File: src/rtl/core/matrix_line_normalizer_core_macros.svh
// Assertion macros shared by the matrix line normaliser RTL.
`ifndef MATRIX_LINE_NORMALIZER_CORE_MACROS_SVH
`define MATRIX_LINE_NORMALIZER_CORE_MACROS_SVH
`ifndef ASSERT_OFF
`define MLN_ASSERT_IMP(label, clk, rst, ante, cons) \
  label: assert property (@(posedge clk) disable iff (rst) (ante) |-> (cons)) \
    else $error("assertion failed");
`define MLN_ASSERT_NXT(label, clk, rst, ante, cons) \
  label: assert property (@(posedge clk) disable iff (rst) (ante) |=> (cons)) \
    else $error("assertion failed");
`else
`define MLN_ASSERT_IMP(label, clk, rst, ante, cons)
`define MLN_ASSERT_NXT(label, clk, rst, ante, cons)
`endif
`endif

File: src/rtl/core/mln_ram.sv
// Generic single-port-write, single-port-read RAM with registered read data.
module mln_ram #(
  parameter int WIDTH = 32,
  parameter int DEPTH = 64
) (
  input  logic                     clk,
  input  logic                     we,
  input  logic [$clog2(DEPTH)-1:0] waddr,
  input  logic [WIDTH-1:0]         wdata,
  input  logic [$clog2(DEPTH)-1:0] raddr,
  output logic [WIDTH-1:0]         rdata
);

  logic [WIDTH-1:0] mem [DEPTH];

  always_ff @(posedge clk) begin
    if (we) begin
      mem[waddr] <= wdata;
    end
    rdata <= mem[raddr];
  end

endmodule

File: config.mk
export PLATFORM = sky130hd
export DESIGN_NAME = mln_ram
export DESIGN_NICKNAME = d
export VERILOG_FILES = /design/src/rtl/core/matrix_line_normalizer_core_macros.svh /design/src/rtl/core/mln_ram.sv
export SDC_FILE = /design/constraint.sdc
export NUM_CORES = 2
export LEC_CHECK = 0
export BUFFER_PORTS_ARGS = -buffer_cell sky130_fd_sc_hd__buf_2
export CAP_MARGIN = 20
export CORE_ASPECT_RATIO = 0.6
export CORE_MARGIN = 1.5
export CORE_UTILIZATION = 39
export DETAILED_ROUTE_END_ITERATION = 10
export HOLD_SLACK_MARGIN = 0.05
export PLACE_DENSITY = 0.63
export SYNTH_ARGS = -nofsm -noshare
export SYNTH_HDL_FRONTEND = slang
export SYNTH_SLANG_ARGS = --single-unit
File: constraint.sdc
create_clock -name clk -period 9.4 [get_ports clk]
set_input_delay 1.88 -clock clk [delete_from_list [all_inputs] [get_ports clk]]
set_output_delay 1.88 -clock clk [all_outputs]
set_load 0.01 [all_outputs]
## Word-level counts from Yosys, hierarchy flattened

Memories as Yosys holds them, arrays and structs flattened. A register that Yosys moved wholly into a read port is not among the register bits.
Index checks and enable logic that the tools add are counted.
W data, S select, Z words.

| storage, ports and cells | value |
|---|---|
| flip-flop bits (word level) | 0 |
| bits in latches | 0 |
| memory bits (writable) | 2048 |
| bits in read-only memories | 0 |
| bits of input ports | 46 |
| output and inout bits | 32 |
| logic and storage cells | 3 |
| memories | 1 |

| cells by class | value |
|---|---|
| add/sub/neg operators | 0 |
| multipliers | 0 |
| div/mod/pow operators | 0 |
| magnitude comparators | 0 |
| equal/unequal tests | 0 |
| shifts and indexed selects | 0 |
| mux-type cells | 2 |
| bitwise operators | 0 |
| reductions and logical operators | 0 |

Memories:

| name | words | width | read ports | clocked after Yosys merged registers in | write ports | RTL line | source |
|---|---|---|---|---|---|---|---|
| mem | 64 | 32 | 1 | 1 | 1 | mln_ram.sv:14 | `logic [WIDTH-1:0] mem [DEPTH];` |

Operators with widths:

| kind | count |
|---|---|
| $mux W1 | 2 |

## Longest topological paths before layout

| logic depth | value |
|---|---|
| depth in word-level cells | 2 |
| depth in mapped cells | 10 |
| gate-level depth less buffers | 5 |

## Worst setup path after synthesis

No wires, ideal clock.

| timing | value |
|---|---|
| path kind | input-to-reg |
| start point | input port waddr[3] |
| end point | memory mem[48][0] (enable) |
| library setup time | 0.461 ns |
| arrival time | 4.579 ns |
| required time | 8.939 ns |
| setup slack | 4.360 ns |
| stages on the path | 4 |
| path buffers | 1 |
| cells stage by stage | clkbuf_1 -> nor2b_1 -> nand4b_1 -> nor3_1 |

RTL lines:

| item | RTL line | source |
|---|---|---|
| start, declared | mln_ram.sv:8 | `input logic [$clog2(DEPTH)-1:0] waddr,` |
| end, declared | mln_ram.sv:14 |  |

No word-level cell before the write port.

==> tab_implementation.tex <==
\begin{tabular}{lr}
\hline
Metric & Value \\
\hline
\multicolumn{2}{l}{\textbf{Final layout}} \\
Post-Layout Inst Area & 88770 um\^{}2 \\
Total area of multi-input combinational cells & 15980 um\^{}2 \\
Share of cells above drive strength 1 & 0.2874 \\
Net count reported at finish & 3572 \\
Area added between synthesis and finish & 13.06\% \\
Fill cell total of the finished layout & 16531 \\
Final core utilization & 0.4441 \\
Register Area & 62140 um\^{}2 \\
\multicolumn{2}{l}{\textbf{Timing}} \\
Total Neg Setup Slack & 0 ps \\
RSZ-0062 raised after global routing & no \\
Part of the cycle the worst path needs & 0.4802 \\
Clock Skew & 38.17 ps \\
Setup-violating endpoint count in the final report & 0 \\
Number of pins with negative max-slew slack in the final report & 0 \\
Worst Max-Slew Pin Slew & 1118 ps \\
Shortest clock period the worst path allows after layout & 4514 ps \\
Achievable frequency & 221.5 MHz \\
Worst slew margin & 0.2548 \\
Final Hold Violating Endpoints & 0 \\
\multicolumn{2}{l}{\textbf{Power and ir drop}} \\
Max IR drop VDD & 0.1630 mV \\
PD cells & 208.9 nW/um\^{}2 \\
Leak pwr & 27.17 nW \\
\multicolumn{2}{l}{\textbf{Synth}} \\
Synth unique cells & 34 \\
Number of standard cells after synthesis & 3324 \\
Top-area cell type share of the netlist area & 0.7833 \\
Library cell occupying the most area in the post-synthesis netlist & sky130\_fd\_sc\_hd\_\_edfxtp\_1 \\
Share of synthesized registers carrying an async set or reset & 0 \\
Fraction of the yosys area taken by sequential cells & 0.7914 \\
Cell area after synthesis & 78520 um\^{}2 \\
Post-Synthesis Net Count & 3370 \\
Number of enable flip-flop cells after synthesis & 2048 \\
Flip-flop and latch count after synthesis & 2080 \\
Post-synthesis area per instance & 23.62 um\^{}2 \\
Dominant cell by count in the synthesized netlist & sky130\_fd\_sc\_hd\_\_edfxtp\_1 \\
Most frequent cells after synthesis & sky130\_fd\_sc\_hd\_\_edfxtp\_1, sky130\_fd\_sc\_hd\_\_mux4\_2, sky130\_fd\_sc\_hd\_\_nor2\_1 \\
YS warnings & 0 \\
Synth area leaders & sky130\_fd\_sc\_hd\_\_edfxtp\_1, sky130\_fd\_sc\_hd\_\_mux4\_2, sky130\_fd\_sc\_hd\_\_mux2i\_1 \\
Top\_reg\_cell synth & sky130\_fd\_sc\_hd\_\_edfxtp\_1 \\
\multicolumn{2}{l}{\textbf{Min path}} \\
Hold Path Origin & mem[12][4]\$\_DFFE\_PP\_ \\
Worst hold path stage count & 4 \\
End point of the worst hold path & rdata[4]\$\_DFF\_P\_ \\
Worst min path class & flop to flop \\
\multicolumn{2}{l}{\textbf{Critical path}} \\
End of the worst register-to-register path & rdata[9]\$\_DFF\_P\_ \\
Most frequent cell on the critical path & sky130\_fd\_sc\_hd\_\_mux4\_2 \\
Critical-path cell with the highest stage delay & sky130\_fd\_sc\_hd\_\_buf\_4 \\
R2R Path Start & mem[15][9]\$\_DFFE\_PP\_ \\
CP max FO & 87 \\
Launch point of the critical path & raddr[1] \\
Critical path capture point type & flop \\
Crit Path Category & primary input to flop \\
CP bufs+invs & 2 \\
Critical Path, Cell by Cell & buf\_8 > buf\_4 > mux4\_2 > mux4\_2 > o22ai\_1 > nor2\_1 \\
Reg2Reg Setup Slack & 7080 ps \\
Critical path data arrival time & 5170 ps \\
Kind of cell adding the most delay to the critical path & buffers and inverters \\
Cell depth of the worst flop-to-flop path & 4 \\
Endpoint required time on the critical path & 10060 ps \\
Maximum cell stage delay along the critical path & 810 ps \\
Startpoint Class & primary input \\
\multicolumn{2}{l}{\textbf{GRT}} \\
Wire length of the first global-routing pass & 288.6 mm \\
Gr ovfl total & 0 \\
Via count of the first global-routing pass & 36510 \\
Largest net degree at the start of global routing & 100 \\
Antenna violations before repair & 18 \\
Total GRT Usage & 0.2010 \\
\multicolumn{2}{l}{\textbf{Placed design}} \\
Area after detailed placement & 82710 um\^{}2 \\
Routability Congestion & 0.7747 \\
Detailed placement HPWL & 113.3 mm \\
Count of buffers from port buffering & 77 \\
\multicolumn{2}{l}{\textbf{Route}} \\
First-pass detailed-route iteration total & 5 \\
Routed Antenna Nets & 0 \\
First DRT Iteration DRCs & 5246 \\
Total wire length after detailed routing & 206.4 mm \\
DRC violation count after routing & 0 \\
Routed WL per cell & 32.72 um \\
Per-cell via count in the routed design & 5.893 \\
Vias after detailed routing & 37181 \\
\multicolumn{2}{l}{\textbf{Floorplanning}} \\
Number of top-level pins & 78 \\
Effective utilization at floorplan & 0.3928 \\
Horizontal die dimension & 582.3 um \\
Die outline area & 204100 um\^{}2 \\
Die Span Y & 350.6 um \\
Cell row count & 127 \\
Core Region & 199900 um\^{}2 \\
\multicolumn{2}{l}{\textbf{Clock network}} \\
Maximum count of clock buffers along a single path & 4 \\
TritonCTS clock tree & done \\
Clock slew at the register clock pins of the worst setup and hold paths & 70 ps \\
Num Clock Sinks & 2080 \\
Clock buffers created by TritonCTS & 185 \\
Clock latency at the later pin of the worst-skew pair & 830 ps \\
Postcts setup bufs & 0 \\
Root Driver & sky130\_fd\_sc\_hd\_\_clkbuf\_16 \\
Count of hold-fix buffers inserted at cts & 0 \\
\# resized after CTS & 0 \\
Level count of the clock H-tree & 4 \\
\multicolumn{2}{l}{\textbf{Flow run}} \\
Max-capacitance violation count & 0 \\
\multicolumn{2}{l}{\textbf{Status}} \\
Result of the run & completed \\
\hline
\end{tabular}
-- state kept, by name (all words and copies together), names as in the netlist --
name,flops
mem,2048
rdata,32
-- cell families after synthesis --
logic type      count (synthesis)  synth area share
compound gates                202           0.01673
buf+inv                       182           0.01128
simple gates                  223           0.01265
mux                           637            0.1679
flops                        2080            0.7914
-- report_power, final --
part | switching (W) | leakage (nW) | internal [W]
clock network | 0.00332 | 2.73 | 0.00398
logic | 0.000578 | 5.75 | 0.000351
registers | 0.0000485 | 18.7 | 0.0103
-- layout by cell type (no fill, tap or decap), types with 4 or more instances in the layout --
cell / n
sky130_fd_sc_hd__a21oi_1: 62
sky130_fd_sc_hd__a22oi_1: 12
sky130_fd_sc_hd__a311oi_1: 8
sky130_fd_sc_hd__a41o_1: 4
sky130_fd_sc_hd__and3_1: 4
sky130_fd_sc_hd__buf_12: 28
sky130_fd_sc_hd__buf_2: 73
sky130_fd_sc_hd__buf_4: 89
sky130_fd_sc_hd__buf_8: 4
sky130_fd_sc_hd__bufinv_16: 9
sky130_fd_sc_hd__clkbuf_1: 51
sky130_fd_sc_hd__clkbuf_16: 188
sky130_fd_sc_hd__clkbuf_8: 7
sky130_fd_sc_hd__clkinv_1: 32
sky130_fd_sc_hd__clkinv_2: 21
sky130_fd_sc_hd__clkinvlp_4: 7
sky130_fd_sc_hd__dfxtp_1: 32
sky130_fd_sc_hd__diode_2: 4
sky130_fd_sc_hd__edfxtp_1: 2048
sky130_fd_sc_hd__mux2i_1: 93
sky130_fd_sc_hd__mux4_2: 544
sky130_fd_sc_hd__nand2_1: 25
sky130_fd_sc_hd__nand2b_1: 7
sky130_fd_sc_hd__nand3_1: 5
sky130_fd_sc_hd__nand3b_1: 5
sky130_fd_sc_hd__nor2_1: 74
sky130_fd_sc_hd__nor2_4: 62
sky130_fd_sc_hd__nor2b_1: 14
sky130_fd_sc_hd__nor3_1: 5
sky130_fd_sc_hd__o221ai_1: 27
sky130_fd_sc_hd__o22ai_1: 84
sky130_fd_sc_hd__o32ai_1: 4
-- tightest hold or removal path, cell delays in order (launching register included) --
cell and delay (ps):
sky130_fd_sc_hd__edfxtp_1 320, sky130_fd_sc_hd__mux2i_1 60, sky130_fd_sc_hd__nand2_1 60, sky130_fd_sc_hd__a311oi_1 90, sky130_fd_sc_hd__nor3_1 150
-- worst max path at each step --
stage	to	slack, ps	cells after the start
finish	rdata[9]$_DFF_P_	4890	6
global route	rdata[9]$_DFF_P_	4790	6
CTS	rdata[18]$_DFF_P_	4840	7
detailed placement	rdata[18]$_DFF_P_	3970	7
global placement	rdata[18]$_DFF_P_	3990	7
floorplan	mem[48][0]$_DFFE_PP_	4360	4
-- layout make-up --
| cell class | instances | area share |
|---|---|---|
| clock buffer | 246 | 0.05624 |
| antenna | 4 | 0.0001128 |
| multi-input combinational | 1062 | 0.1800 |
| sequential | 2080 | 0.7000 |
| timing repair buffer | 197 | 0.01938 |
| tap | 2644 | 0.03727 |
| clock inverter | 76 | 0.007061 |
-- metal layers --
metal  up-vias  share of wire  global-route usage
li1      14649              -                   -
met1     20217           0.44              0.3132
met2      2054           0.42              0.2792
met3       251           0.12             0.05851
met4        10          0.017             0.03845
met5         -        0.00028                   0
-- metrics by stage --
step / hold WS, ps / power (W) / std cells / worst slack (ps)
after floorplan: 663.2 / 0.01099 / 3324 / 4360
final: 723.1 / 0.01854 / 6309 / 4886
after CTS: 728.5 / 0.01864 / 6284 / 4840
after global routing: 798.1 / 0.01907 / 6306 / 4789
after detailed placement: 725.6 / 0.01143 / 5962 / 3975
after global placement: 709.5 / 0.01142 / 5962 / 3991
No activity file was read; power rests on OpenSTA's default activity.
