**src/rtl/core/matrix_line_normalizer_core_macros.svh**
```systemverilog
// Assertion macros shared by the matrix line normaliser RTL.
`ifndef MATRIX_LINE_NORMALIZER_CORE_MACROS_SVH
`define MATRIX_LINE_NORMALIZER_CORE_MACROS_SVH
`ifndef ASSERT_OFF
`define MLN_ASSERT_IMP(label, clk, rst, ante, cons) \
  label: assert property (@(posedge clk) disable iff (rst) (ante) |-> (cons)) \
    else $error("assertion failed");
`define MLN_ASSERT_NXT(label, clk, rst, ante, cons) \
  label: assert property (@(posedge clk) disable iff (rst) (ante) |=> (cons)) \
    else $error("assertion failed");
`else
`define MLN_ASSERT_IMP(label, clk, rst, ante, cons)
`define MLN_ASSERT_NXT(label, clk, rst, ante, cons)
`endif
`endif

```
**src/rtl/core/mln_pkg.sv**
```systemverilog
// Types, constants and helper functions of the matrix line normaliser.
package mln_pkg;

  localparam int MAX_SIDE    = 64;
  localparam int MAX_TOTAL   = MAX_SIDE * MAX_SIDE;
  localparam int SIDE_W      = $clog2(MAX_SIDE + 1);
  localparam int LINE_W      = $clog2(MAX_SIDE);
  localparam int POS_W       = $clog2(MAX_TOTAL);
  localparam int TOTAL_W     = $clog2(MAX_TOTAL + 1);
  localparam int BIN_W       = 32;
  localparam int SUM_W       = 38;
  localparam int FRAC_BITS   = 16;
  localparam int CFG_SIDE_W  = 7;
  localparam int CFG_DATA_W  = 32;
  localparam int CFG_INDEX_W = 2;

  localparam logic [CFG_INDEX_W-1:0] REG_NORM_AXIS    = 2'd0;
  localparam logic [CFG_INDEX_W-1:0] REG_NUM_COLUMNS  = 2'd1;
  localparam logic [CFG_INDEX_W-1:0] REG_NUM_ROWS     = 2'd2;
  localparam logic [CFG_INDEX_W-1:0] REG_MIN_LINE_SUM = 2'd3;

  localparam logic OP_LOAD = 1'b0;
  localparam logic OP_READ = 1'b1;

  localparam logic [BIN_W-1:0]      ONE_Q16       = 32'h0001_0000;
  localparam logic [BIN_W-1:0]      MIN_SUM_RESET = 32'd655;
  localparam logic [CFG_SIDE_W-1:0] SIDE_RESET    = 7'd64;

  typedef struct packed {
    logic             op;
    logic [BIN_W-1:0] bin_value;
  } in_word_t;

  typedef struct packed {
    logic [BIN_W-1:0] result_value;
    logic             scaled;
    logic             last_bin;
  } out_word_t;

  // A size register of zero counts as one; anything above the maximum is clamped.
  function automatic logic [SIDE_W-1:0] side_of(input logic [CFG_SIDE_W-1:0] v);
    logic [SIDE_W-1:0] r;
    if (v == '0) begin
      r = SIDE_W'(1);
    end else if (int'(v) > MAX_SIDE) begin
      r = SIDE_W'(MAX_SIDE);
    end else begin
      r = SIDE_W'(v);
    end
    return r;
  endfunction

endpackage

```
**src/rtl/core/mln_ratio_div.sv**
```systemverilog
// Radix-2 restoring divider giving the fraction bits of bin over line sum.
module mln_ratio_div (
  input  logic                         clk,
  input  logic                         rst,
  input  logic                         start,
  input  logic [mln_pkg::BIN_W-1:0]     dividend,
  input  logic [mln_pkg::SUM_W-1:0]     divisor,
  output logic                         done,
  output logic [mln_pkg::FRAC_BITS-1:0] quotient
);
  import mln_pkg::*;

  localparam int CNT_W = $clog2(FRAC_BITS + 1);

  logic                 running;
  logic [CNT_W-1:0]     cnt;
  logic [SUM_W-1:0]     rem;
  logic [SUM_W-1:0]     dsr;
  logic [FRAC_BITS-1:0] quo;
  logic [SUM_W:0]       trial;
  logic [SUM_W:0]       diff;
  logic                 ge;

  // The dividend is below the divisor, so each step yields one fraction bit.
  assign trial = {rem, 1'b0};
  assign diff  = trial - {1'b0, dsr};
  assign ge    = trial >= {1'b0, dsr};

  always_ff @(posedge clk) begin
    if (rst) begin
      running <= 1'b0;
      done    <= 1'b0;
      cnt     <= '0;
    end else begin
      done <= 1'b0;
      if (start) begin
        running <= 1'b1;
        cnt     <= CNT_W'(FRAC_BITS);
      end else if (running) begin
        cnt <= cnt - CNT_W'(1);
        if (cnt == CNT_W'(1)) begin
          running <= 1'b0;
          done    <= 1'b1;
        end
      end
    end
  end

  always_ff @(posedge clk) begin
    if (start) begin
      rem <= SUM_W'(dividend);
      dsr <= divisor;
      quo <= '0;
    end else if (running) begin
      rem <= ge ? diff[SUM_W-1:0] : trial[SUM_W-1:0];
      quo <= {quo[FRAC_BITS-2:0], ge};
    end
  end

  assign quotient = quo;

endmodule

```
**config.mk**
```make
export PLATFORM = sky130hd
export DESIGN_NAME = mln_ratio_div
export DESIGN_NICKNAME = d
export VERILOG_FILES = /design/src/rtl/core/matrix_line_normalizer_core_macros.svh /design/src/rtl/core/mln_pkg.sv /design/src/rtl/core/mln_ratio_div.sv
export SDC_FILE = /design/constraint.sdc
export NUM_CORES = 1
export LEC_CHECK = 0
export ABC_CLOCK_PERIOD_IN_PS = 5000
export BUFFER_PORTS_ARGS = -buffer_cell sky130_fd_sc_hd__buf_2
export CAP_MARGIN = 0
export CORE_MARGIN = 10
export CORE_UTILIZATION = 47
export CTS_CLUSTER_SIZE = 40
export DETAILED_ROUTE_END_ITERATION = 10
export PLACE_DENSITY = 0.68
export SYNTH_ARGS = -nofsm -noshare
export SYNTH_HDL_FRONTEND = slang
export SYNTH_SLANG_ARGS = --single-unit
```
**constraint.sdc**
```tcl
create_clock -name clk -period 5 [get_ports clk]
set_input_delay 0.75 -clock clk [delete_from_list [all_inputs] [get_ports clk]]
set_output_delay 0.75 -clock clk [all_outputs]
set_load 0.005 [all_outputs]
```
; ---- After elaboration in Yosys (flattened, before gate mapping)
; Index checks and enable logic that the tools add are counted.
[word_totals]
inputBits = 73
regBits = 99
out_inout_bits = 17
[classes]
addsub = 2
n_mux = 9
bitwise_logic = 1
magnitude_cmp = 1
n_reduce_logical = 3
n_eq_ne = 1
[ops]
columns = op, count
row1 = $mux W32, 2
row2 = $ge A39 B38 Y1, 1
row3 = $mux W38, 1
row4 = $sub A38 B38 Y38, 1
row5 = $mux W5, 2
row6 = $eq A5 B1 Y1 const B, 1
row7 = $sub A5 B1 Y5 const B, 1
row8 = $mux W1, 4
row9 = $reduce_or A3 Y1, 1
row10 = $reduce_bool A2 Y1, 1
row11 = $reduce_or A2 Y1, 1
row12 = $not A1 Y1, 1

; ---- Longest topological paths before layout
[logic_depth]
ltp_word = 4
ltp_mapped = 13
ltp_nobuf = 11

; ---- Worst setup path after synthesis
; OpenSTA, ideal clock, no wires.
[synth_path]
kind = reg2reg
startpoint = register rem[23]
endpoint = register rem[30] (data pin)
stages_incl_launch_ff = 12
period_less_slack_ns = 2.942
n_path_buf = 2
slack_ns = 2.058
setup_time_ns = 0.261
arrival_time_ns = 2.681
path_cell_list = edfxtp_1 > ha_1 > clkbuf_1 > a21o_1 > a221o_1 > or2_1 > o32ai_2 > a21oi_2 > a31oi_4 > buf_2 > nor2_1 > a221o_1
[synth_via]
elab_chain_cells = 4
[synth_lines]
columns = item, line
row1 = "start, declared", mln_ratio_div.sv:17  ; logic [SUM_W-1:0] rem;
row2 = "start signal, assigned", mln_ratio_div.sv:51  ; rem <= SUM_W'(dividend);
row3 = "start signal, assigned", mln_ratio_div.sv:55  ; rem <= ge ? diff[SUM_W-1:0] : trial[SUM_W-1:0];
row4 = $sub A38 B38 Y38 or $ge A39 B38 Y1 (tied branches), "mln_ratio_div.sv:26, mln_ratio_div.sv:27"
row5 = $mux W38 *, mln_ratio_div.sv:55
row6 = $mux W32 *, mln_ratio_div.sv:54  ; end else if (running) begin
row7 = $mux W32 *, mln_ratio_div.sv:50  ; if (start) begin
; Mark *: on every way between the ends. The rest lies on a longest branch, timed or not. The select of a mux whose other input is x is not followed.
; A chain may end at the register's enable or synchronous reset.

; ---- Worst setup path after layout
[layout_path]
startpoint = register rem[15]
endpoint = register rem[3] (data pin)
[layout_via]
elab_chain_cells = 4
[layout_lines]
columns = item, line
row1 = $ge A39 B38 Y1, mln_ratio_div.sv:27  ; assign ge = trial >= {1'b0, dsr};
row2 = $mux W38, mln_ratio_div.sv:55
row3 = $mux W32, mln_ratio_div.sv:54
row4 = $mux W32, mln_ratio_div.sv:50
; Every way passes these cells. The select of a mux whose other input is x is not followed.

==> impl_metrics.yaml <==
outcome:
  status: "complete, no violations"
logic_synthesis:
  synth-edff-count: 70
  async_flop_share: 0
  yosysUniqueCellTypes: 60
  synth_warnings: 0
  synthCells: 661
  syn_avg_cell_area_um2: 9.55
  synthFlopType: "edfxtp_1"
  ys_seq_area_frac: 0.425
  synthesis.nets: 775
  ys_ff_latch: 99
  synth.cell_area_um2: 6310
power:
  power_per_cell_area_nw_per_um2: 401
  leakage_uw: 0.00314
  power_uw: 2870
  irDropWorstVdd_mv: 0.189
drt:
  wl_per_cell_um: 16.2
  met1_length_mm: 6.80
  top_layer: "met4"
  drt_iter0_drc: 362
  vias: 5028
  route.met3.wl_um: 763
  firstDrtPassIters: 5
  drc_errors: 0
  ant_nets: 0
  wl_mm: 14.8
  via_per_inst: 5.52
  wl_met2_mm: 6.98
place:
  routabilityCongestion: 0.932
  dp.cells: 895
  portBuffers: 89
  dpl.hpwl_mm: 11.0
  place_area_um2: 6870
clock_network:
  clk_latency_ps: 360
  cts_resized: 0
  cts_tree: "done"
  postCtsSetupBuffers: 0
  cts_buffers: 9
  htree_levels: 3
  clockBufferDepth: 2
  cts_hold_buf: 0
  root_buffer: "clkbuf_16"
  clkSlewWorstSetupHoldPaths_ps: 70
  clock_sinks: 99
flow_run:
  drv_cap: 0
critical_path:
  critPathMaxStageDelay_ps: 440
  cp.required_ps: 5080
  crit_chain: "ha_1 -> a211o_1 -> a211oi_1 -> o21ai_1 -> o32ai_2 -> a21oi_2 -> a31oi_4 -> buf_4 -> nor2_1 -> a211oi_1 -> a21oi_1"
  crit_top_cell: "a211oi_1"
  critPathLaunchType: "register"
  critPathBufInv: 1
  endpoint_kind: "register"
  cpMaxStageDelayCell: "ha_1"
  critical_path_arrival_ps: 3350
  path_delay_family: "compound AO/OA/AOI/OAI gates"
  worstPathMaxFanout: 35
  path_class: "register to register"
grt:
  grt-ovfl-total: 0
  grt_pass1_wl_mm: 24.2
  grt_util_all_layers: 0.162
  grt_max_degree: 71
  grt_pass1_vias: 4990
  antenna_found_initial: 0
sta:
  tns_ps: 0
  final-setup-viol-count: 0
  fin_skew_ps: 12.1
  timing.slew.headroom: 0.403
  hold_viol_final: 0
  slew_viol_final: 0
  max_slew.worst_pin.slew_ps: 896
  period_minus_slack_ps: 3280
  rsz0062_at_grt: "no"
  post-route-period-util: 0.655
  fmax_ghz: 0.305
floorplan:
  core_area_um2: 13200
  rows: 42
  io_pins: 90
  die_w_um: 136
  die_area_um2: 18500
  die_h_um: 136
  start_util: 0.478
layout:
  final_cell_mix: "buf_2 (88), edfxtp_1 (70), nand2_1 (53), nor2_1 (51), inv_1 (51)"
  layout_commonest_cell: "buf_2"
  design_area_um2: 7160
  fin_cells: 911
  drive_gt1_frac: 0.186
  area_growth_pct: 13.5
  final_nets: 844
  diodes: 0
hold_path:
  min_path_type: "register to register"
==> layer usage <==
layer | global-route usage | up-vias
li1 | - | 2517
met1 | 0.199 | 2364
met5 | 0 | -
met3 | 0.0443 | 17
met2 | 0.267 | 130
met4 | 0.0550 | 0
==> stage by stage <==
| step | hold slack, ps | util | setup WS (ps) |
|---|---|---|---|
| 2_1_floorplan | 469 | - | 2060 |
| 3_3_place_gp | 474 | 0.521 | 1830 |
| 3_5_place_dp | 492 | 0.521 | 1780 |
| 4_1_cts | 510 | 0.543 | 1770 |
| 5_1_grt | 520 | 0.543 | 1520 |
| 6_report | 503 | 0.543 | 1720 |
==> flip-flops by register name (all words and copies together) (netlist names) <==
name,flops
done,1
running,1
rem,38
cnt,5
quotient,16
dsr,38
==> area by class of cell <==
| type | count | area, um2 |
|---|---|---|
| fillers | 1231 | 6030 |
| multi-input cells | 476 | 3290 |
| flip-flops and latches | 99 | 2680 |
| repair buffers | 93 | 478 |
| clock buffers | 11 | 254 |
| well taps | 176 | 220 |
| inverters | 51 | 191 |
| clock inverters | 5 | 40.0 |
==> worst paths after layout <==
kind | from | end | slack, ps | depth (start not counted)
min reg2reg | quotient[15]$_SDFFE_PP0P_ | quotient[15]$_SDFFE_PP0P_ | 500 | 2
min | quotient[15]$_SDFFE_PP0P_ | quotient[15]$_SDFFE_PP0P_ | 500 | 2
max | rem[15]$_DFFE_PP_ | rem[3]$_DFFE_PP_ | 1720 | 11
max reg2reg | rem[15]$_DFFE_PP_ | rem[3]$_DFFE_PP_ | 1720 | 11
==> worst min-delay path, cell delays in order (launching register included) <==
cell	delay, ps
dfxtp_1	330
mux2i_1	70
nor2_1	70
==> power by group <==
| part | internal, uW | switching, uW | total (uW) |
|---|---|---|---|
| Combinational | 472 | 657 | 1130 |
| Clock | 375 | 327 | 702 |
| Sequential | 993 | 48.1 | 1040 |
| Total | 1840 | 1030 | 2870 |
==> synthesized netlist by cell type (3+ instances only) <==
cell,count,area [um2]
mux2_2,22,248
inv_1,51,191
o41ai_1,3,26.3
nand2_1,53,199
and4_1,3,26.3
nand2b_1,5,31.3
nand4_1,8,50.1
nor2b_1,10,62.6
ha_1,40,500
o31ai_1,3,22.5
clkbuf_1,28,105
nor3_1,7,35.0
nor2_1,51,191
a221o_1,3,30.0
edfxtp_1,70,2100
o21bai_1,10,75.1
a31oi_1,8,50.1
nand3_1,15,75.1
mux2i_1,20,200
nor4_1,3,18.8
and3_1,4,25.0
xor2_1,16,140
a21oi_1,44,220
xnor2_1,22,193
a211oi_1,14,105
and2_1,4,25.0
a21o_1,14,105
o21ai_0,49,245
dfxtp_1,29,581
buf_2,6,30.0
o21a_1,8,60.1
==> cells by family (layout without fill, tap and decap cells) <==
logic type	Yosys count	count (layout)	share of synthesized area
fa+ha+maj	41	41	0.0825
mux	42	42	0.0710
simple gates	175	175	0.131
buf+inv	86	160	0.0529
flops	99	99	0.425
xor+xnor	38	38	0.0527
compound gates	180	180	0.184
(Power assumes the default switching activity.)
