[config.mk]
export PLATFORM = sky130hd
export DESIGN_NAME = mln_pos_div
export DESIGN_NICKNAME = d
export VERILOG_FILES = /design/src/rtl/core/matrix_line_normalizer_core_macros.svh /design/src/rtl/core/mln_pkg.sv /design/src/rtl/core/mln_pos_div.sv
export SDC_FILE = /design/constraint.sdc
export NUM_CORES = 1
export LEC_CHECK = 0
export BUFFER_PORTS_ARGS = -buffer_cell sky130_fd_sc_hd__buf_2
export CAP_MARGIN = 20
export CORE_UTILIZATION = 35
export CTS_BUF_LIST = sky130_fd_sc_hd__clkbuf_16
export DETAILED_ROUTE_END_ITERATION = 10
export GPL_TIMING_DRIVEN = 0
export PLACE_DENSITY_LB_ADDON = 0.3
export SETUP_SLACK_MARGIN = 0.2
export SLEW_MARGIN = 10
export SYNTH_ARGS = -nofsm -noshare
export SYNTH_HDL_FRONTEND = slang
export SYNTH_SLANG_ARGS = --single-unit
[constraint.sdc]
create_clock -name clk -period 2.6 [get_ports clk]
set_clock_uncertainty 0.15 [all_clocks]
set_input_delay 0.26 -clock clk [delete_from_list [all_inputs] [get_ports clk]]
set_output_delay 0.26 -clock clk [all_outputs]
set_load 0.03 [all_outputs]
[src/rtl/core/matrix_line_normalizer_core_macros.svh]
// Assertion macros shared by the matrix line normaliser RTL.
`ifndef MATRIX_LINE_NORMALIZER_CORE_MACROS_SVH
`define MATRIX_LINE_NORMALIZER_CORE_MACROS_SVH
`ifndef ASSERT_OFF
`define MLN_ASSERT_IMP(label, clk, rst, ante, cons) \
  label: assert property (@(posedge clk) disable iff (rst) (ante) |-> (cons)) \
    else $error("assertion failed");
`define MLN_ASSERT_NXT(label, clk, rst, ante, cons) \
  label: assert property (@(posedge clk) disable iff (rst) (ante) |=> (cons)) \
    else $error("assertion failed");
`else
`define MLN_ASSERT_IMP(label, clk, rst, ante, cons)
`define MLN_ASSERT_NXT(label, clk, rst, ante, cons)
`endif
`endif

[src/rtl/core/mln_pkg.sv]
// Types, constants and helper functions of the matrix line normaliser.
package mln_pkg;

  localparam int MAX_SIDE    = 64;
  localparam int MAX_TOTAL   = MAX_SIDE * MAX_SIDE;
  localparam int SIDE_W      = $clog2(MAX_SIDE + 1);
  localparam int LINE_W      = $clog2(MAX_SIDE);
  localparam int POS_W       = $clog2(MAX_TOTAL);
  localparam int TOTAL_W     = $clog2(MAX_TOTAL + 1);
  localparam int BIN_W       = 32;
  localparam int SUM_W       = 38;
  localparam int FRAC_BITS   = 16;
  localparam int CFG_SIDE_W  = 7;
  localparam int CFG_DATA_W  = 32;
  localparam int CFG_INDEX_W = 2;

  localparam logic [CFG_INDEX_W-1:0] REG_NORM_AXIS    = 2'd0;
  localparam logic [CFG_INDEX_W-1:0] REG_NUM_COLUMNS  = 2'd1;
  localparam logic [CFG_INDEX_W-1:0] REG_NUM_ROWS     = 2'd2;
  localparam logic [CFG_INDEX_W-1:0] REG_MIN_LINE_SUM = 2'd3;

  localparam logic OP_LOAD = 1'b0;
  localparam logic OP_READ = 1'b1;

  localparam logic [BIN_W-1:0]      ONE_Q16       = 32'h0001_0000;
  localparam logic [BIN_W-1:0]      MIN_SUM_RESET = 32'd655;
  localparam logic [CFG_SIDE_W-1:0] SIDE_RESET    = 7'd64;

  typedef struct packed {
    logic             op;
    logic [BIN_W-1:0] bin_value;
  } in_word_t;

  typedef struct packed {
    logic [BIN_W-1:0] result_value;
    logic             scaled;
    logic             last_bin;
  } out_word_t;

  // A size register of zero counts as one; anything above the maximum is clamped.
  function automatic logic [SIDE_W-1:0] side_of(input logic [CFG_SIDE_W-1:0] v);
    logic [SIDE_W-1:0] r;
    if (v == '0) begin
      r = SIDE_W'(1);
    end else if (int'(v) > MAX_SIDE) begin
      r = SIDE_W'(MAX_SIDE);
    end else begin
      r = SIDE_W'(v);
    end
    return r;
  endfunction

endpackage

[src/rtl/core/mln_pos_div.sv]
// Bit-serial divider that splits a bin position into line and column indices.
module mln_pos_div (
  input  logic                      clk,
  input  logic                      rst,
  input  logic                      start,
  input  logic [mln_pkg::POS_W-1:0]  dividend,
  input  logic [mln_pkg::SIDE_W-1:0] divisor,
  output logic                      done,
  output logic [mln_pkg::POS_W-1:0]  quotient,
  output logic [mln_pkg::SIDE_W-1:0] remainder
);
  import mln_pkg::*;

  localparam int CNT_W = $clog2(POS_W + 1);

  logic              running;
  logic [CNT_W-1:0]  cnt;
  logic [POS_W-1:0]  shreg;
  logic [SIDE_W-1:0] rem;
  logic [SIDE_W-1:0] dsr;
  logic [SIDE_W:0]   trial;
  logic [SIDE_W:0]   diff;
  logic              ge;

  // The dividend shifts out at the top while quotient bits enter at the bottom.
  assign trial = {rem, shreg[POS_W-1]};
  assign diff  = trial - {1'b0, dsr};
  assign ge    = trial >= {1'b0, dsr};

  always_ff @(posedge clk) begin
    if (rst) begin
      running <= 1'b0;
      done    <= 1'b0;
      cnt     <= '0;
    end else begin
      done <= 1'b0;
      if (start) begin
        running <= 1'b1;
        cnt     <= CNT_W'(POS_W);
      end else if (running) begin
        cnt <= cnt - CNT_W'(1);
        if (cnt == CNT_W'(1)) begin
          running <= 1'b0;
          done    <= 1'b1;
        end
      end
    end
  end

  always_ff @(posedge clk) begin
    if (start) begin
      shreg <= dividend;
      rem   <= '0;
      dsr   <= divisor;
    end else if (running) begin
      shreg <= {shreg[POS_W-2:0], ge};
      rem   <= ge ? diff[SIDE_W-1:0] : trial[SIDE_W-1:0];
    end
  end

  assign quotient  = shreg;
  assign remainder = rem;

endmodule

* After elaboration in Yosys (flattened, before gate mapping)
Index checks and enable logic that the tools add are counted.
** Storage, ports and cells
- Bits in registers :: 32
- Latch bits :: 0
- Bits in writable memories :: 0
- Memory bits (read-only) :: 0
- Input port bits :: 22
- Output and inout bits :: 20
- Word-level logic and storage cells :: 24
- Memories kept :: 0
** Operators by class
- $add $sub $neg :: 2
- $mul :: 0
- Div/mod/pow operators :: 0
- $lt $le $gt $ge :: 1
- Eq/ne operators :: 1
- Shifts and indexed selects :: 0
- Mux-type cells :: 9
- Bitwise operators :: 1
- Reduce and logical (&&, ||, !) cells :: 3
** Operator list (number)
- 2-to-1 mux 12 bit :: 2
- greater-or-equal comparator 8 x 7 -> 1 bit :: 1
- 2-to-1 mux 4 bit :: 2
- 2-to-1 mux 7 bit :: 1
- subtractor 7 bit :: 1
- equality test 4 x 1 -> 1 bit (second input constant) :: 1
- 2-to-1 mux 1 bit :: 4
- subtractor 4 x 1 -> 4 bit (second input constant) :: 1
- OR reduction 3 bit :: 1
- nonzero test 2 bit :: 1
- OR reduction 2 bit :: 1
- inverter 1 bit :: 1

* Logic depth before layout (Yosys ltp)
Gate-level depths: netlist of the first run.
- Depth after elaboration :: 4
- Depth in mapped cells :: 8
- Mapped depth without buffers :: 7

* Least setup slack after synthesis of the first run
Ideal clock, no wire load.
- Path type :: flip-flop to flip-flop
- From :: register shreg[11] (netlist: quotient[11])
- To :: register rem[4] (netlist: remainder[4])
- Setup time :: 0.115 ns
- Arrival :: 2.151 ns
- Required time :: 2.335 ns
- Path slack :: 0.184 ns
- Stages on the path, launching flop included :: 8
- Path buffers :: 0
- Clock period less this slack :: 2.416 ns
- Cells stage by stage :: edfxtp_1 -> inv_1 -> ha_1 -> fa_1 -> nand2b_2 -> a211o_4 -> a41o_1 -> a31o_1
** On the way
- Word-level cells in the longest chain between the ends :: 2
- Elaborated cells on any way between the ends :: 3
- Classes of those cells :: add/sub: 1; order compare: 1; mux: 1
** Ends and longest elaborated chain
- start, declared :: RTL line mln_pos_div.sv:18 : logic [POS_W-1:0] shreg;
- start signal, assigned :: RTL line mln_pos_div.sv:52 : shreg <= dividend;
- start signal, assigned :: RTL line mln_pos_div.sv:56 : shreg <= {shreg[POS_W-2:0], ge};
- subtractor 7 bit or greater-or-equal comparator 8 x 7 -> 1 bit (tied branches) :: RTL line mln_pos_div.sv:27, mln_pos_div.sv:28
- 2-to-1 mux 7 bit (*) :: RTL line mln_pos_div.sv:57 : rem <= ge ? diff[SIDE_W-1:0] : trial[SIDE_W-1:0];
- end signal, assigned :: RTL line mln_pos_div.sv:57
- end, declared :: RTL line mln_pos_div.sv:19 : logic [SIDE_W-1:0] rem;
Every way passes the cells marked *; elsewhere a longest branch is shown, timed or not.
A chain may end at the register's enable or synchronous reset.

* Worst setup path in the final report of the first run
Ends and elaborated chain as after synthesis.

==> flow_summary.ini, run 1 <==
[place]
place.detailed.instances = 276
placement.io_buffers = 41
hpwlAfterDp_mm = 2.73
routabilityCongestion = 0.792

[power]
worst_ir_drop_vdd_mv = 0.309
leakage_nw = 0.999
power-per-cell-area_mw_per_mm2 = 686

[synth]
synthesis.instances = 168
synth.yosys.seq_area_share = 0.453
netlist_top_cells_area = sky130_fd_sc_hd__edfxtp_1 31%, sky130_fd_sc_hd__dfxtp_1 14%, sky130_fd_sc_hd__mux2_2 7.4%, sky130_fd_sc_hd__ha_1 6.1%, sky130_fd_sc_hd__nor2_1 3.3%
ys_seq_elements = 32
synth_area_leader_cell = sky130_fd_sc_hd__edfxtp_1
synth_enable_flop_cells = 19
syn-cell-area_mm2 = 0.00183
synth_xor_area_frac = 0.0239
largest_family_of_logic_cells_by_synthesized_area = simple AND/OR/NAND/NOR gates
number_of_warning_messages_in_the_yosys_log = 0
synth.area.mux_share = 0.0737
proportion_of_netlist_area_held_by_the_largest_area_contributor = 0.311
avgSynthCellArea_um2 = 10.9
synth_simple_gate_area_share = 0.185
synthesized_area_fraction_occupied_by_ao_oa_aoi_and_oai_cells = 0.139
synth_async_sr_flop_share = 0
yosys.area_share.adder = 0.0724
synth_nets = 200
ys_types = 49
synth-main-ff-cell = sky130_fd_sc_hd__edfxtp_1

[clock_network]
postCtsHoldBufs = 3
post_cts_repair_resize_count = 0
clock_slew_seen_by_the_registers_of_the_worst_setup_and_hold_paths_ps = 60
cts_max_level = 2
clk-insertion-delay-late_ps = 280
cts.sinks = 32
cts_buffers = 5
cts_tree = yes
post_cts.repair.setup_buffers = 0
cts.path.max_buffers = 2
cts-root-buf = sky130_fd_sc_hd__clkbuf_16

[timing]
finalMaxSlewViolations = 0
maxClockFrequency_ghz = 0.434
hold_viol_final = 0
layout_min_cycle_time_ps = 2300
finalSetupViolCount = 0
tightestPinTransition_ps = 432
final.setup.tns_ps = 0
slew-limit-headroom = 0.712
rsz0062_at_grt = false
share_of_the_clock_period_used_by_the_worst_path_after_layout = 0.886

[finish]
layout.nets = 251
antenna_cells = 0
ff_latch_area_um2 = 831
final_common_cell = sky130_fd_sc_hd__buf_2
multi_input_comb_area_um2 = 910
most-common-layout-cells = 44 x sky130_fd_sc_hd__buf_2, 19 x sky130_fd_sc_hd__edfxtp_1, 16 x sky130_fd_sc_hd__nor2_1
drive_gt1_frac = 0.359
fin_util = 0.476
instances_no_fill = 287
layout-area-overhead-vs-synth_pct = 26.6
num-fill-cells = 485

[drt]
drt_pass1_iterations = 4
route.vias.total = 1418
detail_route.iter0.violations = 49
post_drt_wl_per_cell_um = 13.4
number_of_routed_nets_with_antenna_violations = 0
final_wirelength_mm = 3.84
drt-vias-per-instance = 4.94
count_of_unresolved_drc_violations_after_routing = 0

[setup_path]
critPathMaxFanout = 7
capture_instance_of_the_worst_register_to_register_path = remainder[4]
start_kind = flip-flop
worst-endpoint-required_ps = 2620
cp.arrival_ps = 2320
path_class = reg2reg
setup.worst_path.start = quotient[11]
r2r_slack_ps = 300
timing.reg2reg.worst_path_depth = 7
element_type_at_the_critical_path_end = flip-flop
cp-endpoint = remainder[4]
reg2reg_from = quotient[11]

[run_status]
run_status = completed

[hold_path]
class_of_the_tightest_hold_or_removal_check = in2reg
timing.hold.worst_path_depth = 1
min_from = divisor[2]

[grt]
globalRouteOverflowTotal = 0
antenna_violations_before_repair = 0
grt_first_pass_wirelength_mm = 6.15
grt_start_max_net_pins = 13
grt_pass1_vias = 1291
globalRouteTotalUtil = 0.151

[die]
die_extent_in_x_um = 74.4
initial_utilization = 0.376
design.die.area_mm2 = 0.00553
row_count = 25
top_level_ports = 42
dieHeight_um = 74.4
core_region_area_mm2 = 0.00488

[job]
cap_viol_max_count = 0
-- routing by layer --
metal / up-vias / part of all wire / GRT usage
li1: 730 / - / -
met1: 654 / 0.48 / 0.201
met2: 28 / 0.47 / 0.230
met3: 6 / 0.035 / 0.0420
met4: 0 / 0.017 / 0.0629
met5: - / 0 / 0
-- critical path, cell delays in order (launching register included) --
cell and delay [ps]:
sky130_fd_sc_hd__edfxtp_1 390, sky130_fd_sc_hd__inv_1 60, sky130_fd_sc_hd__ha_1 220, sky130_fd_sc_hd__fa_1 400, sky130_fd_sc_hd__nand2b_4 180, sky130_fd_sc_hd__a211o_4 370
sky130_fd_sc_hd__a41o_1 240, sky130_fd_sc_hd__a31o_1 180
-- registers in the layout, indices dropped and copies added, names as in the netlist --
register / count
remainder: 7
running: 1
quotient: 12
dsr: 7
done: 1
cnt: 4
-- synthesized netlist by cell type, types with 2 or more instances --
master and n:
sky130_fd_sc_hd__nand2b_2 2, sky130_fd_sc_hd__dfxtp_1 13, sky130_fd_sc_hd__nand2_1 11, sky130_fd_sc_hd__and2b_2 2, sky130_fd_sc_hd__nor4b_1 2, sky130_fd_sc_hd__a211oi_2 2
sky130_fd_sc_hd__nand3_2 2, sky130_fd_sc_hd__mux2_2 12, sky130_fd_sc_hd__nand4_1 2, sky130_fd_sc_hd__or3b_2 2, sky130_fd_sc_hd__buf_6 2, sky130_fd_sc_hd__ha_1 9
sky130_fd_sc_hd__buf_2 3, sky130_fd_sc_hd__nand2b_1 2, sky130_fd_sc_hd__o31ai_1 3, sky130_fd_sc_hd__nor3b_1 6, sky130_fd_sc_hd__o311ai_1 3, sky130_fd_sc_hd__or2_2 2
sky130_fd_sc_hd__nor2_1 16, sky130_fd_sc_hd__clkbuf_1 4, sky130_fd_sc_hd__xnor2_1 4, sky130_fd_sc_hd__a2111oi_0 2, sky130_fd_sc_hd__a41oi_1 3, sky130_fd_sc_hd__nor3_1 3
sky130_fd_sc_hd__edfxtp_1 19, sky130_fd_sc_hd__a311oi_1 2, sky130_fd_sc_hd__o21ai_0 2, sky130_fd_sc_hd__inv_1 12
-- power breakdown --
part / total, mW / leakage [nW] / internal [mW] / switching (mW)
registers: 0.612 / 0.296 / 0.586 / 0.0262
logic: 0.310 / 0.618 / 0.129 / 0.180
clock network: 0.670 / 0.0850 / 0.447 / 0.224
total: 1.59 / 0.999 / 1.16 / 0.430
-- worst min path at each step --
stage	slack (ps)	to
floorplan	180	cnt[2]
global placement	290	dsr[1]
detailed placement	290	dsr[1]
CTS	3	dsr[4]
global route	0.8	dsr[2]
finish	7	dsr[2]
-- cells by family (layout without fill, tap and decap cells) --
kind of cell,Yosys count,count (layout)
AND/OR/NAND/NOR,59,59
flip-flops,32,32
AO/OA/AOI/OAI,29,29
buffers and inverters,21,73
multiplexers,12,12
adder cells (fa/ha/maj),10,10
XOR/XNOR,5,5
-- layout make-up --
type,count,share of cell area
timing repair buffer,44,0.101
sequential,32,0.358
clock inverter,3,0.0167
inverter,12,0.0194
clock buffer,5,0.0539
buffer,9,0.0226
multi-input combinational,115,0.392
tap,67,0.0361
-- per-stage QoR --
step	power, mW	hold WS [ps]	setup slack (ps)	cell area (um^2)
floorplan	0.846	182	239	1840
global placement	0.927	287	325	2130
detailed placement	0.928	289	301	2130
CTS	1.61	2.97	280	2320
global route	1.66	0.839	216	2320
finish	1.59	7.37	296	2320
No activity file was read; power rests on OpenSTA's default activity.
==> run 2: changes to the inputs <==
- PLACE_DENSITY: unset -> 0.68
- PLACE_DENSITY_LB_ADDON: 0.3 -> unset
==> run 2 against run 1 <==
  * Non-clock buffer count fell by 3
  * Worst setup slack worse by 27 ps
  * Critical path depth is the same
  * Power fell by 7.5%
  * Maximum frequency shrank 1.1%
  * Utilization down 0.95 points
  * Via count grew 1.6%
  * First-iteration DRC count up 90%
  * Largest cell class unchanged
  * Largest power group is now registers
==> flow_summary.ini, run 2 (synthesis results as in run 1) <==
[setup_path]
slowest_library_cell_on_the_worst_path = sky130_fd_sc_hd__edfxtp_1
path_class = reg2reg
start_kind = flip-flop
crit_path_cell_trace = inv_1 > ha_1 > fa_1 > nand2b_4 > a211o_4 > a41o_1 > a31o_1
critPathTopFamily = compound AO/OA/AOI/OAI gates
worst-endpoint-required_ps = 2610
critPathMaxFanout = 7
critical_path.n_buffers_inverters = 1
element_type_at_the_critical_path_end = flip-flop
cpPeakStageDelay_ps = 390
cp.arrival_ps = 2340

[job]
cap_viol_max_count = 0

[timing]
finalSetupViolCount = 0
slew-limit-headroom = 0.706
hold_viol_final = 0
tightest_hold_margin_ps = 13.1
maxClockFrequency_ghz = 0.429
final.setup.tns_ps = 0
tightestPinTransition_ps = 430
share_of_the_clock_period_used_by_the_worst_path_after_layout = 0.897
final_critical_path_setup_slack_ps = 269
rsz0062_at_grt = true
layout_min_cycle_time_ps = 2330
finalMaxSlewViolations = 0

[place]
hpwlAfterDp_mm = 3.01
routabilityCongestion = 0.844
placement.io_buffers = 41
placement.setup.worst_slack_ps = 299

[die]
initial_utilization = 0.376
core_region_area_mm2 = 0.00488
die_extent_in_x_um = 74.4
row_count = 25
dieHeight_um = 74.4
top_level_ports = 42
design.die.area_mm2 = 0.00553

[clock_network]
clk-insertion-delay-late_ps = 270
postCtsHoldBufs = 0
cts_max_level = 2
cts_tree = yes
post_cts.repair.setup_buffers = 0
post_cts_repair_resize_count = 0
cts_buffers = 5
cts-root-buf = sky130_fd_sc_hd__clkbuf_16
cts.sinks = 32
clock_slew_seen_by_the_registers_of_the_worst_setup_and_hold_paths_ps = 50
cts.path.max_buffers = 2

[finish]
drive_gt1_frac = 0.359
layout-area-overhead-vs-synth_pct = 24.1
multi_input_comb_area_um2 = 917
most-common-layout-cells = 44 x sky130_fd_sc_hd__buf_2, 19 x sky130_fd_sc_hd__edfxtp_1, 16 x sky130_fd_sc_hd__nor2_1
ff_latch_area_um2 = 831
final_common_cell = sky130_fd_sc_hd__buf_2
largest_reg_flops = 12
layout.nets = 248
antenna_cells = 0
num-fill-cells = 471

[grt]
globalRouteTotalUtil = 0.145
grt_first_pass_wirelength_mm = 5.99
globalRouteOverflowTotal = 0
antenna_violations_before_repair = 0
grt_pass1_vias = 1244
grt_start_max_net_pins = 13

[hold_path]
class_of_the_tightest_hold_or_removal_check = in2reg

[drt]
route.vias.total = 1441
drt_pass1_iterations = 4
count_of_unresolved_drc_violations_after_routing = 0
post_drt_wl_per_cell_um = 13.9
number_of_routed_nets_with_antenna_violations = 0
drt-vias-per-instance = 5.07
detail_route.iter0.violations = 93
final_wirelength_mm = 3.94

[power]
worst_ir_drop_vdd_mv = 0.339
leakage_nw = 0.970
power-per-cell-area_mw_per_mm2 = 647

[run_status]
run_status = completed
[run 2: changes by cell type in the layout (fill, tap and decap cells not counted)]
| cell | before | now |
|---|---|---|
| sky130_fd_sc_hd__dlygate4sd3_1 | 3 | 0 |
| sky130_fd_sc_hd__clkinv_2 | 1 | 0 |
| sky130_fd_sc_hd__a211oi_4 | 0 | 1 |
| sky130_fd_sc_hd__clkinvlp_4 | 0 | 1 |
| sky130_fd_sc_hd__a211oi_2 | 2 | 1 |
| sky130_fd_sc_hd__bufinv_16 | 1 | 0 |
| sky130_fd_sc_hd__clkinv_1 | 0 | 1 |
[run 2: worst register-to-register path: stages, from the launching register on]
cell and delay (ps):
sky130_fd_sc_hd__edfxtp_1 390, sky130_fd_sc_hd__inv_1 70, sky130_fd_sc_hd__ha_1 220, sky130_fd_sc_hd__fa_1 390, sky130_fd_sc_hd__nand2b_4 190, sky130_fd_sc_hd__a211o_4 380
sky130_fd_sc_hd__a41o_1 250, sky130_fd_sc_hd__a31o_1 180
[run 2: final timing paths]
kind	slack (ps)	endpoint	cells after the start	startpoint
max	270	remainder[4]	7	quotient[11]
max reg2reg	270	remainder[4]	7	quotient[11]
min	10	dsr[3]	1	divisor[3]
min reg2reg	360	cnt[1]	2	cnt[1]
[run 2: layer usage]
metal  GRT usage  up-vias  part of all wire
li1            -      716                 -
met1       0.197      674              0.46
met2       0.220       45              0.47
met3      0.0366        6             0.047
met4      0.0545        0             0.014
met5           0        -                 0
[run 2: layout make-up]
cell class / count / area share
multi-input cells: 115 / 0.403
flip-flops and latches: 32 / 0.365
repair buffers: 41 / 0.0902
clock buffers: 5 / 0.0550
well taps: 67 / 0.0369
plain buffers: 9 / 0.0231
inverters: 12 / 0.0198
clock inverters: 3 / 0.00660
[run 2: where the power goes]
group / switching [mW] / internal (mW) / leakage, nW / total (mW)
Combinational: 0.186 / 0.127 / 0.605 / 0.312
Clock: 0.199 / 0.347 / 0.0687 / 0.546
Sequential: 0.0278 / 0.586 / 0.296 / 0.614
[run 2: through the flow]
step | total power, mW | utilization | cells | cell area [um^2]
global placement | 0.926 | 0.436 | 276 | 2130
floorplan | 0.846 | - | 168 | 1840
detailed placement | 0.932 | 0.436 | 276 | 2130
finish | 1.47 | 0.466 | 284 | 2270
CTS | 1.48 | 0.465 | 284 | 2270
global route | 1.54 | 0.466 | 284 | 2270
==> run 3: changes to the inputs <==
- clock period: 2.6 -> 2.45 ns (I/O delays scaled with it)
==> run 3 against run 2 <==
  * Critical path depth did not move
  * Power is 15% higher
  * First-iteration DRC count decreased by 46%
  * Maximum frequency grew 5.9%
  * Hold slack improved by 57 ps
  * Via count up 0.14%
  * Die area is the same
  * Cell count up 2.8%
  * Critical endpoint unchanged
==> flow_summary.ini, run 3 (synthesis results as in run 1) <==
[die]
die_extent_in_x_um = 74.4
design.die.area_mm2 = 0.00553
top_level_ports = 42
initial_utilization = 0.376
row_count = 25
dieHeight_um = 74.4
core_region_area_mm2 = 0.00488

[drt]
drt_pass1_iterations = 4
drt-vias-per-instance = 4.94
number_of_routed_nets_with_antenna_violations = 0
post_drt_wl_per_cell_um = 13.4
count_of_unresolved_drc_violations_after_routing = 0
final_wirelength_mm = 3.92
route.vias.total = 1443
detail_route.iter0.violations = 50

[clock_network]
cts_buffers = 5
cts_tree = yes
cts.path.max_buffers = 2
cts-root-buf = sky130_fd_sc_hd__clkbuf_16
clk-insertion-delay-late_ps = 280
cts_max_level = 2
clock_slew_seen_by_the_registers_of_the_worst_setup_and_hold_paths_ps = 60
cts.sinks = 32

[setup_path]
reg2reg_from = quotient[11]
critPathMaxFanout = 7
element_type_at_the_critical_path_end = flip-flop
path_class = reg2reg
capture_instance_of_the_worst_register_to_register_path = remainder[4]
timing.reg2reg.worst_path_depth = 7
r2r_slack_ps = 250
worst-endpoint-required_ps = 2470
start_kind = flip-flop
cp.arrival_ps = 2220

[hold_path]
class_of_the_tightest_hold_or_removal_check = in2reg
hold-path-endpoint = cnt[2]
min_from = rst
timing.hold.worst_path_depth = 2

[timing]
layout_min_cycle_time_ps = 2200
tightestPinTransition_ps = 427
finalSetupViolCount = 0
rsz0062_at_grt = true
final.setup.tns_ps = 0
finalMaxSlewViolations = 0
share_of_the_clock_period_used_by_the_worst_path_after_layout = 0.899
maxClockFrequency_ghz = 0.454
slew-limit-headroom = 0.708
hold_viol_final = 0

[finish]
num-fill-cells = 468
largest_reg_flops = 12
postLayoutCellArea_mm2 = 0.00239
layout-area-overhead-vs-synth_pct = 30.2
most-common-layout-cells = 44 x sky130_fd_sc_hd__buf_2, 19 x sky130_fd_sc_hd__edfxtp_1, 16 x sky130_fd_sc_hd__nor2_1
final_common_cell = sky130_fd_sc_hd__buf_2
layout.nets = 256
drive_gt1_frac = 0.373
antenna_cells = 0

[grt]
grt_start_max_net_pins = 13
grt_pass1_vias = 1418
grt_first_pass_wirelength_mm = 6.46
globalRouteTotalUtil = 0.154
antenna_violations_before_repair = 0
globalRouteOverflowTotal = 0

[power]
worst_ir_drop_vdd_mv = 0.372
power-per-cell-area_mw_per_mm2 = 711
leakage_nw = 1.01

[run_status]
run_status = completed

[place]
hpwlAfterDp_mm = 2.93
cell_area_placed_mm2 = 0.00213
routabilityCongestion = 0.805
placement.io_buffers = 41

[job]
cap_viol_max_count = 0
[run 3: area by class of cell]
cell class / count / area, um^2 / share of cell area
Sequential cell: 32 / 831 / 0.348
Clock buffer: 5 / 125 / 0.0524
Multi-Input combinational cell: 115 / 925 / 0.387
Clock inverter: 3 / 42.5 / 0.0178
Tap cell: 67 / 83.8 / 0.0351
Inverter: 12 / 45.0 / 0.0189
Timing Repair Buffer: 49 / 283 / 0.118
Buffer: 9 / 52.6 / 0.0220
[run 3: critical path: stages (launching register included)]
cell and delay (ps):
sky130_fd_sc_hd__edfxtp_1 400, sky130_fd_sc_hd__inv_2 70, sky130_fd_sc_hd__ha_4 160, sky130_fd_sc_hd__fa_2 380, sky130_fd_sc_hd__nand2b_4 170, sky130_fd_sc_hd__a211o_4 380
sky130_fd_sc_hd__a41o_1 190, sky130_fd_sc_hd__a31o_1 180
[run 3: where the power goes]
part           leakage [nW]  switching (mW)  internal [mW]
Combinational         0.637           0.194          0.147
Sequential            0.296          0.0305          0.622
Clock                0.0798           0.226          0.477
[run 3: layer usage]
layer,wire length [um],track usage,vias up
li1,-,-,737
met1,1720,0.197,646
met2,1880,0.242,53
met3,247,0.0420,7
met4,71,0.0692,0
met5,0,0,-
[run 3: repair_timing]
item,4_1_cts,5_1_grt
hold buffers,7,0
hold endpoints to repair,7,0
setup endpoints to repair,0,6
buffers inserted,0,1
resized for setup,0,3
[run 3: worst max-delay path by stage]
stage,startpoint,endpoint,slack [ps]
after floorplan,quotient[11],remainder[4],180
after global placement,quotient[11],remainder[4],270
after detailed placement,quotient[11],remainder[4],250
after CTS,quotient[11],remainder[4],240
after global routing,quotient[11],remainder[0],150
final,quotient[11],remainder[4],250
[run 3: through the flow]
step | util | setup slack [ps] | instances | power [mW] | hold WS (ps)
after floorplan | - | 181 | 168 | 0.899 | 167
after global placement | 0.437 | 272 | 276 | 0.984 | 273
after detailed placement | 0.437 | 249 | 276 | 0.988 | 273
after CTS | 0.486 | 242 | 291 | 1.69 | 65.4
after global routing | 0.489 | 150 | 292 | 1.76 | 84.7
final | 0.489 | 248 | 292 | 1.70 | 70.6
